**config.mk**
```make
export PLATFORM = sky130hd
export DESIGN_NAME = lru_key_value_cache_core
export DESIGN_NICKNAME = d
export VERILOG_FILES = /design/src/hdl/lkvc_pkg.sv /design/src/hdl/lkvc_cell.sv /design/src/hdl/lkvc_ctrl.sv /design/src/hdl/lru_key_value_cache_core.sv
export SDC_FILE = /design/constraint.sdc
export NUM_CORES = 1
export LEC_CHECK = 0
export BUFFER_PORTS_ARGS = -buffer_cell sky130_fd_sc_hd__buf_2
export CAP_MARGIN = 10
export CORE_MARGIN = 5
export CORE_UTILIZATION = 45
export CTS_BUF_LIST = sky130_fd_sc_hd__clkbuf_8
export CTS_CLUSTER_SIZE = 8
export DETAILED_ROUTE_END_ITERATION = 8
export GPL_ROUTABILITY_DRIVEN = 0
export PLACE_DENSITY = 0.7
export SLEW_MARGIN = 20
export SYNTH_ARGS = -nofsm -noshare
export SYNTH_HDL_FRONTEND = slang
export SYNTH_SLANG_ARGS = --single-unit
```
**constraint.sdc**
```tcl
create_clock -name clk -period 8.2 [get_ports clk]
set_input_delay 0.41 -clock clk [delete_from_list [all_inputs] [get_ports clk]]
set_output_delay 0.41 -clock clk [all_outputs]
set_load 0.01 [all_outputs]
```
**src/hdl/lkvc_pkg.sv**
```systemverilog
// shared types and constants for the lru key-value cache
// no dependencies; imported by lkvc_cell, lkvc_ctrl and lru_key_value_cache_core
package lkvc_pkg;

	// sizing of the store
	localparam int ENTRIES    = 16;
	localparam int KEY_BITS   = 32;
	localparam int VALUE_BITS = 32;

	// fixed field widths on the stream ports
	localparam int KEY_FIELD_BITS   = 32;
	localparam int VALUE_FIELD_BITS = 32;
	localparam int S_DATA_BITS      = KEY_FIELD_BITS + VALUE_FIELD_BITS;
	localparam int S_USER_BITS      = 1;
	localparam int M_DATA_BITS      = VALUE_FIELD_BITS;
	localparam int M_USER_BITS      = 1;
	localparam int CAP_BITS         = 5;

	// occupancy counter and the wider compare domain shared with capacity
	localparam int OCC_BITS  = $clog2(ENTRIES + 1);
	localparam int WIDE_BITS = ((OCC_BITS > CAP_BITS) ? OCC_BITS : CAP_BITS) + 1;

	// reset value of the capacity register
	localparam logic [CAP_BITS-1:0] CAP_RESET = CAP_BITS'(16);

	// action codes
	localparam logic ACT_GET = 1'b0;
	localparam logic ACT_SET = 1'b1;

	// one stored entry, kept in recency order along the cell chain
	typedef struct packed {
		logic                  valid;
		logic [KEY_BITS-1:0]   key;
		logic [VALUE_BITS-1:0] value;
	} entry_t;

	// per-cell strobes from the controller
	typedef struct packed {
		logic cmp;   // register the key match
		logic take;  // load the entry handed over by the neighbor
	} cell_ctrl_t;

endpackage

```
**src/hdl/lkvc_cell.sv**
```systemverilog
// one recency position of the cache: entry storage plus key comparator
// depends on lkvc_pkg
module lkvc_cell (
	input  logic                          clk,
	input  logic                          arst_n,
	input  lkvc_pkg::cell_ctrl_t          ctrl,
	input  logic [lkvc_pkg::KEY_BITS-1:0] cmp_key,
	input  lkvc_pkg::entry_t              prev,
	output lkvc_pkg::entry_t              entry,
	output logic                          match
);
	import lkvc_pkg::*;

	logic                  valid_q;
	logic [KEY_BITS-1:0]   key_q;
	logic [VALUE_BITS-1:0] value_q;
	logic                  match_q;

	// valid flag is control state and is cleared by reset
	always_ff @(posedge clk or negedge arst_n) begin
		if (!arst_n) begin
			valid_q <= 1'b0;
			match_q <= 1'b0;
		end else begin
			if (ctrl.take) begin
				valid_q <= prev.valid;
			end
			if (ctrl.cmp) begin
				match_q <= valid_q && (key_q == cmp_key);
			end
		end
	end

	// payload moves one position down the chain when taken
	always_ff @(posedge clk) begin
		if (ctrl.take) begin
			key_q   <= prev.key;
			value_q <= prev.value;
		end
	end

	assign entry.valid = valid_q;
	assign entry.key   = key_q;
	assign entry.value = value_q;
	assign match       = match_q;

endmodule

```
**src/hdl/lkvc_ctrl.sv**
```systemverilog
// sequencer for the cell chain: item capture, hit resolve, shift mask, occupancy, output word
// depends on lkvc_pkg
module lkvc_ctrl (
	input  logic                                  clk,
	input  logic                                  arst_n,
	// config
	input  logic                                  cfg_we,
	input  logic [lkvc_pkg::CAP_BITS-1:0]         cfg_wdata,
	// input word
	input  logic                                  s_tvalid,
	output logic                                  s_tready,
	input  logic [lkvc_pkg::S_DATA_BITS-1:0]      s_tdata,
	input  logic [lkvc_pkg::S_USER_BITS-1:0]      s_tuser,
	// output word
	output logic                                  m_tvalid,
	input  logic                                  m_tready,
	output logic [lkvc_pkg::M_DATA_BITS-1:0]      m_tdata,
	output logic [lkvc_pkg::M_USER_BITS-1:0]      m_tuser,
	// cell chain
	input  lkvc_pkg::entry_t                      entries [lkvc_pkg::ENTRIES],
	input  logic [lkvc_pkg::ENTRIES-1:0]          match,
	output lkvc_pkg::cell_ctrl_t                  cell_ctrl [lkvc_pkg::ENTRIES],
	output logic [lkvc_pkg::KEY_BITS-1:0]         cmp_key,
	output lkvc_pkg::entry_t                      new_entry
);
	import lkvc_pkg::*;

	localparam logic [1:0] ST_IDLE = 2'd0;
	localparam logic [1:0] ST_CMP  = 2'd1;
	localparam logic [1:0] ST_UPD  = 2'd2;

	logic [1:0]            state_q;
	logic [CAP_BITS-1:0]   cap_q;
	logic [OCC_BITS-1:0]   occ_q;
	logic                  out_valid_q;
	logic                  found_q;
	logic [M_DATA_BITS-1:0] rdata_q;

	logic                  act_s1;
	logic [KEY_BITS-1:0]   key_s1;
	logic [VALUE_BITS-1:0] wval_s1;

	logic                  accept;
	logic                  commit;
	logic                  hit;
	logic [VALUE_BITS-1:0] hit_value;
	logic [WIDE_BITS-1:0]  occ_w;
	logic [WIDE_BITS-1:0]  cap_w;
	logic                  full;
	logic                  no_room;
	logic                  load;
	logic [WIDE_BITS-1:0]  shift_lim;
	logic [ENTRIES-1:0]    valid_vec;

	assign commit   = (state_q == ST_UPD) && (!out_valid_q || m_tready);
	assign s_tready = (state_q == ST_IDLE) || commit;
	assign accept   = s_tvalid && s_tready;

	// hit value: and-or over the registered match bits
	always_comb begin
		hit_value = '0;
		for (int i = 0; i < ENTRIES; i++) begin
			hit_value = hit_value | (entries[i].value & {VALUE_BITS{match[i]}});
		end
	end

	assign hit = |match;

	// capacity clamp and eviction decision
	assign occ_w   = WIDE_BITS'(occ_q);
	assign cap_w   = (WIDE_BITS'(cap_q) > WIDE_BITS'(ENTRIES)) ? WIDE_BITS'(ENTRIES)
	                                                           : WIDE_BITS'(cap_q);
	assign full    = (occ_w + WIDE_BITS'(1)) > cap_w;
	assign no_room = full && (occ_q == '0);
	assign load    = (state_q == ST_UPD) && commit &&
	                 (hit || ((act_s1 == ACT_SET) && !no_room));
	// miss with eviction drops the last valid position; otherwise the chain grows by one
	assign shift_lim = full ? occ_w : (occ_w + WIDE_BITS'(1));

	// entry handed to the head of the chain
	assign cmp_key         = key_s1;
	assign new_entry.valid = 1'b1;
	assign new_entry.key   = key_s1;
	assign new_entry.value = (act_s1 == ACT_SET) ? wval_s1 : hit_value;

	// per-cell strobes
	always_comb begin
		for (int i = 0; i < ENTRIES; i++) begin
			cell_ctrl[i].cmp = (state_q == ST_CMP);
			if (i == 0) begin
				cell_ctrl[i].take = load;
			end else if (hit) begin
				cell_ctrl[i].take = load && (|(match >> i));
			end else begin
				cell_ctrl[i].take = load && (WIDE_BITS'(i) < shift_lim);
			end
		end
	end

	// sequencer, occupancy and config
	always_ff @(posedge clk or negedge arst_n) begin
		if (!arst_n) begin
			state_q     <= ST_IDLE;
			cap_q       <= CAP_RESET;
			occ_q       <= '0;
			out_valid_q <= 1'b0;
		end else begin
			if (cfg_we) begin
				cap_q <= cfg_wdata;
			end
			if (commit) begin
				out_valid_q <= 1'b1;
				if (!hit && (act_s1 == ACT_SET) && !full) begin
					occ_q <= occ_q + OCC_BITS'(1);
				end
			end else if (m_tready) begin
				out_valid_q <= 1'b0;
			end
			unique case (state_q)
				ST_IDLE: begin
					if (accept) begin
						state_q <= ST_CMP;
					end
				end
				ST_CMP: begin
					state_q <= ST_UPD;
				end
				ST_UPD: begin
					if (accept) begin
						state_q <= ST_CMP;
					end else if (commit) begin
						state_q <= ST_IDLE;
					end
				end
				default: begin
					state_q <= ST_IDLE;
				end
			endcase
		end
	end

	// item capture and result word
	always_ff @(posedge clk) begin
		if (accept) begin
			act_s1  <= s_tuser[0];
			key_s1  <= KEY_BITS'(s_tdata[KEY_FIELD_BITS-1:0]);
			wval_s1 <= VALUE_BITS'(s_tdata[S_DATA_BITS-1:KEY_FIELD_BITS]);
		end
		if (commit) begin
			found_q <= hit;
			rdata_q <= (hit && (act_s1 == ACT_GET)) ? M_DATA_BITS'(hit_value) : '0;
		end
	end

	assign m_tvalid = out_valid_q;
	assign m_tdata  = rdata_q;
	assign m_tuser  = M_USER_BITS'(found_q);

	always_comb begin
		for (int i = 0; i < ENTRIES; i++) begin
			valid_vec[i] = entries[i].valid;
		end
	end

`ifndef SYNTHESIS
	// keys are unique among valid entries, so at most one cell matches
	assert property (@(posedge clk) disable iff (!arst_n)
		(state_q == ST_UPD) |-> $onehot0(match))
		else $error("more than one cell matched the key");

	// valid entries fill the head of the chain and agree with the counter
	assert property (@(posedge clk) disable iff (!arst_n)
		($countones(valid_vec) == int'(occ_q)) &&
		((valid_vec & (valid_vec + ENTRIES'(1))) == '0))
		else $error("valid cells not contiguous or occupancy out of step");

	// occupancy never passes the number of cells
	assert property (@(posedge clk) disable iff (!arst_n)
		WIDE_BITS'(occ_q) <= WIDE_BITS'(ENTRIES))
		else $error("occupancy above cell count");

	// no new word is taken while the key match is being registered
	assert property (@(posedge clk) disable iff (!arst_n)
		(state_q == ST_CMP) |-> !s_tready)
		else $error("input ready during compare");
`endif

endmodule

```
**src/hdl/lru_key_value_cache_core.sv**
```systemverilog
// top level of the lru key-value cache: controller plus chain of recency cells
// depends on lkvc_pkg, lkvc_cell, lkvc_ctrl
//
// channel  dir  handshake         payload
// s_*      in   tvalid/tready     tdata = lookup_key, write_value; tuser = action
// m_*      out  tvalid/tready     tdata = read_value; tuser = found
// cfg_*    in   cfg_we            cfg_wdata = capacity
//
// an item passes the compare state, registering the key match in every cell, then
// update, resolving the hit and shifting the chain (recency order) by one place.
// a stalled output word holds the chain in the update cycle until taken.
// reset clears all valid flags and occupancy; capacity resets to 16.
module lru_key_value_cache_core (
	input  logic                                 clk,
	input  logic                                 arst_n,
	input  logic                                 cfg_we,
	input  logic [lkvc_pkg::CAP_BITS-1:0]        cfg_wdata,
	input  logic                                 s_tvalid,
	output logic                                 s_tready,
	// lookup_key [31:0], write_value [63:32]
	input  logic [lkvc_pkg::S_DATA_BITS-1:0]     s_tdata,
	// action [0]
	input  logic [lkvc_pkg::S_USER_BITS-1:0]     s_tuser,
	output logic                                 m_tvalid,
	input  logic                                 m_tready,
	// read_value [31:0]
	output logic [lkvc_pkg::M_DATA_BITS-1:0]     m_tdata,
	// found [0]
	output logic [lkvc_pkg::M_USER_BITS-1:0]     m_tuser
);
	import lkvc_pkg::*;

	entry_t              entries   [ENTRIES];
	entry_t              prevs     [ENTRIES];
	cell_ctrl_t          cell_ctrl [ENTRIES];
	logic [ENTRIES-1:0]  match;
	logic [KEY_BITS-1:0] cmp_key;
	entry_t              new_entry;

	// controller
	lkvc_ctrl u_ctrl (
		.clk       (clk),
		.arst_n    (arst_n),
		.cfg_we    (cfg_we),
		.cfg_wdata (cfg_wdata),
		.s_tvalid  (s_tvalid),
		.s_tready  (s_tready),
		.s_tdata   (s_tdata),
		.s_tuser   (s_tuser),
		.m_tvalid  (m_tvalid),
		.m_tready  (m_tready),
		.m_tdata   (m_tdata),
		.m_tuser   (m_tuser),
		.entries   (entries),
		.match     (match),
		.cell_ctrl (cell_ctrl),
		.cmp_key   (cmp_key),
		.new_entry (new_entry)
	);

	// chain of cells, most recent at position zero
	for (genvar i = 0; i < ENTRIES; i++) begin : g_cell
		if (i == 0) begin : g_head
			assign prevs[i] = new_entry;
		end else begin : g_body
			assign prevs[i] = entries[i-1];
		end

		lkvc_cell u_cell (
			.clk     (clk),
			.arst_n  (arst_n),
			.ctrl    (cell_ctrl[i]),
			.cmp_key (cmp_key),
			.prev    (prevs[i]),
			.entry   (entries[i]),
			.match   (match[i])
		);
	end

endmodule

```
==> impl_metrics.toml <==
[status]
status = "finished clean"

[timing]
finClkSkew_ps = 57.9
setup_viol = 0
rsz0062_at_grt = "no"
max_freq_ghz = 0.191
maxSlewViolCount = 0
period_needed_ps = 5220
finalCritPeriodShare_pct = 63.7
relSlewSlack_pct = 25.1
hold_viol_final = 0
worst_pin_slew_ps = 1120
fin_tns_setup_ps = 0

[floorplan]
coreArea_um2 = 100000
die_area_um2 = 107000
die_w_um = 327
io_pins = 110
start_util_pct = 45.3
row_count = 116
die_y_um = 327

[synth]
synthesis.instances = 2633
synth_ff_type = "edfxtp_1"
synth_edf_count = 1122
ys_warn_count = 0
synth.cell_area_um2 = 45300
syn_nets = 2715
avgSynthCellArea_um2 = 17.2
ys_ff_latch = 1167
seq_area_frac_synth_pct = 76.9
async_flop_share_pct = 3.86
ys_types = 62

[cts]
cts.clk_slew.worst_paths_ps = 60
clock_latency_ps = 890
cts-resized-gates = 0
cts_tree = "yes"
ctsRootBufferMaster = "clkbuf_8"
cts_setup_buffers = 0
clock_sinks = 1167
cts.path.max_buffers = 3
cts_made_buffers = 181
hold_buffers = 78
cts_max_level = 4

[setup_path]
critPathRequiredTime_ps = 8930
cp-start-kind = "flip-flop"
crit_fanout = 66
r2r_cells = 13
cp.arrival_ps = 5950
end_kind = "flip-flop"
criticalPathCategory = "flip-flop to flip-flop"

[placed_design]
dp.cells = 3960
hpwlAfterDp_mm = 71.2
io_buffers = 109

[detailed_routing]
routed_wl_mm = 116
ant_nets = 0
routed_via_density = 5.91
drt_iter0_drc = 3151
drc = 0
vias = 25700
drt_pass1_iterations = 6
avgRoutedWirePerCell_um = 26.8

[power_and_ir_drop]
power.share.combinational_pct = 9.4
p_leak_nw = 17.4
p_per_area_nw_per_um2 = 252
p_int_mw = 9.62
switching_share_pct = 25.9
ir_drop_mv = 0.197
clockPowerShare_pct = 34.1
p_switching_mw = 3.37
p_seq_share_pct = 56.5

[run]
cap_violations = 0

[grt]
grt_usage_pct = 21.5
antenna_found_initial = 1
first_global_vias = 26600
grt_max_degree = 67
grt_pass1_wl_mm = 172
grt_overflow = 0

[final_layout]
nNetsFinal = 3008
instances_no_fill = 4352
layout-drive-gt1-share_pct = 14.4
fillers = 7778
synthToLayoutAreaGrowth_pct = 13.9

[min_path]
hold_class = "input pin to async pin"
## power by group through the flow
stage          Combinational [mW]  Clock [mW]  Sequential, mW
2_1_floorplan               0.763           0            7.35
3_3_place_gp                 1.13           0            7.43
3_5_place_dp                 1.17           0            7.45
4_1_cts                      1.21        4.50            7.33
5_1_grt                      1.30        4.80            7.36
6_report                     1.23        4.42            7.34
## registers in the layout (all words and copies together) (netlist names)
name                   count
g_cell.u_cell.valid_q     16
g_cell.u_cell.key_q      512
u_ctrl.act_s1              1
u_ctrl.cmp_key            32
u_ctrl.occ_q               5
u_ctrl.cap_q               5
g_cell.u_cell.match       16
u_ctrl.m_tuser             1
u_ctrl.m_tvalid            1
u_ctrl.m_tdata            32
u_ctrl.state_q             2
g_cell.u_cell.value_q    512
u_ctrl.wval_s1            32
## cells in the mapped netlist (all sizes together) (33+ instances only)
cell type | n | area (um2)
a21oi | 38 | 205
dfrtp | 44 | 1100
xor2 | 370 | 3240
a22oi | 128 | 961
edfxtp | 1122 | 33700
buf | 33 | 161
a22o | 80 | 701
nor2 | 107 | 402
nor4 | 103 | 659
nand4 | 66 | 413
nand3 | 70 | 350
a221oi | 64 | 561
clkbuf | 117 | 439
xnor2 | 149 | 1310
## logic make-up (layout without fill, tap and decap cells)
logic type / after synthesis / count (layout) / share of synthesized area [%]
adder cells (fa/ha/maj): 7 / 7 / 0.193
AO/OA/AOI/OAI: 346 / 346 / 6.01
XOR/XNOR: 519 / 519 / 10.0
flip-flops: 1167 / 1167 / 76.9
multiplexers: 20 / 20 / 0.536
AND/OR/NAND/NOR: 415 / 415 / 4.89
buffers and inverters: 159 / 579 / 1.41
other: 0 / 1 / 0
## critical path: stages, from the launching register on
cell     delay (ps)
dfrtp_1         540
ha_1            450
nand2_1         200
xnor2_1         180
ha_1            300
and3_1          190
o21ai_1         140
a32oi_2         180
a41oi_1         390
o21ai_4         190
inv_4           780
o211a_4         600
buf_4           580
mux2_4          350
## area by class of cell
type                    count  area (um2)  share of cell area, %
diodes                      1        2.50                0.00485
clock buffers             184        2530                   4.91
inverters                   9        36.3                 0.0703
multi-input cells        1307        9930                   19.3
repair buffers            260        1930                   3.74
clock inverters           126         697                   1.35
flip-flops and latches   1167       34800                   67.5
well taps                1298        1620                   3.15
## per-layer routing
layer | GRT usage, % | part of all wire [%]
met2 | 34.8 | 48
met3 | 5.21 | 9.5
met4 | 9.29 | 4.4
met1 | 27.8 | 38
met5 | 0 | 0
## cell usage in the layout, fill, tap and decap left out, types with 6 or more instances in the layout
cell and n:
edfxtp_1 1122, xor2_1 370, clkbuf_8 184, xnor2_1 149, a22oi_1 128, buf_2 109, nor2_1 106, nor4_1 102
inv_1 90, a22o_1 80, dlygate4sd3_1 78, nand3_1 70, buf_4 68, nand4_1 66, a221oi_1 64, dfrtp_1 39
a21oi_1 35, nor3_1 22, nand2_1 20, clkinv_1 18, mux2_2 11, ha_1 7, clkinv_8 7, o21ai_0 6
clkinv_2 6
## worst paths after layout
check / startpoint / to / slack [ps]
max: u_ctrl.occ_q[1] / g_cell[6].u_cell.valid_q / 2980
min: arst_n / g_cell[14].u_cell.valid_q / 240
max reg2reg: u_ctrl.occ_q[1] / g_cell[6].u_cell.valid_q / 2980
min reg2reg: g_cell[3].u_cell.value_q[30] / g_cell[4].u_cell.value_q[30] / 420
max in group asynchronous: arst_n / g_cell[9].u_cell.match / 7420
min in group clk: s_tdata[45] / u_ctrl.wval_s1[13] / 240
## per-stage QoR
stage	setup WS (ps)	util (%)	cell area [um2]	hold WS, ps	power [mW]
after floorplan	320	-	45300	114	8.11
after global placement	3280	47.5	47500	430	8.55
after detailed placement	3070	47.5	47500	435	8.62
after CTS	3050	51.5	51500	174	13.0
after global routing	2730	51.6	51600	195	13.5
final	2980	51.6	51600	240	13.0
Note: power is estimated with default switching activity, not from simulation.
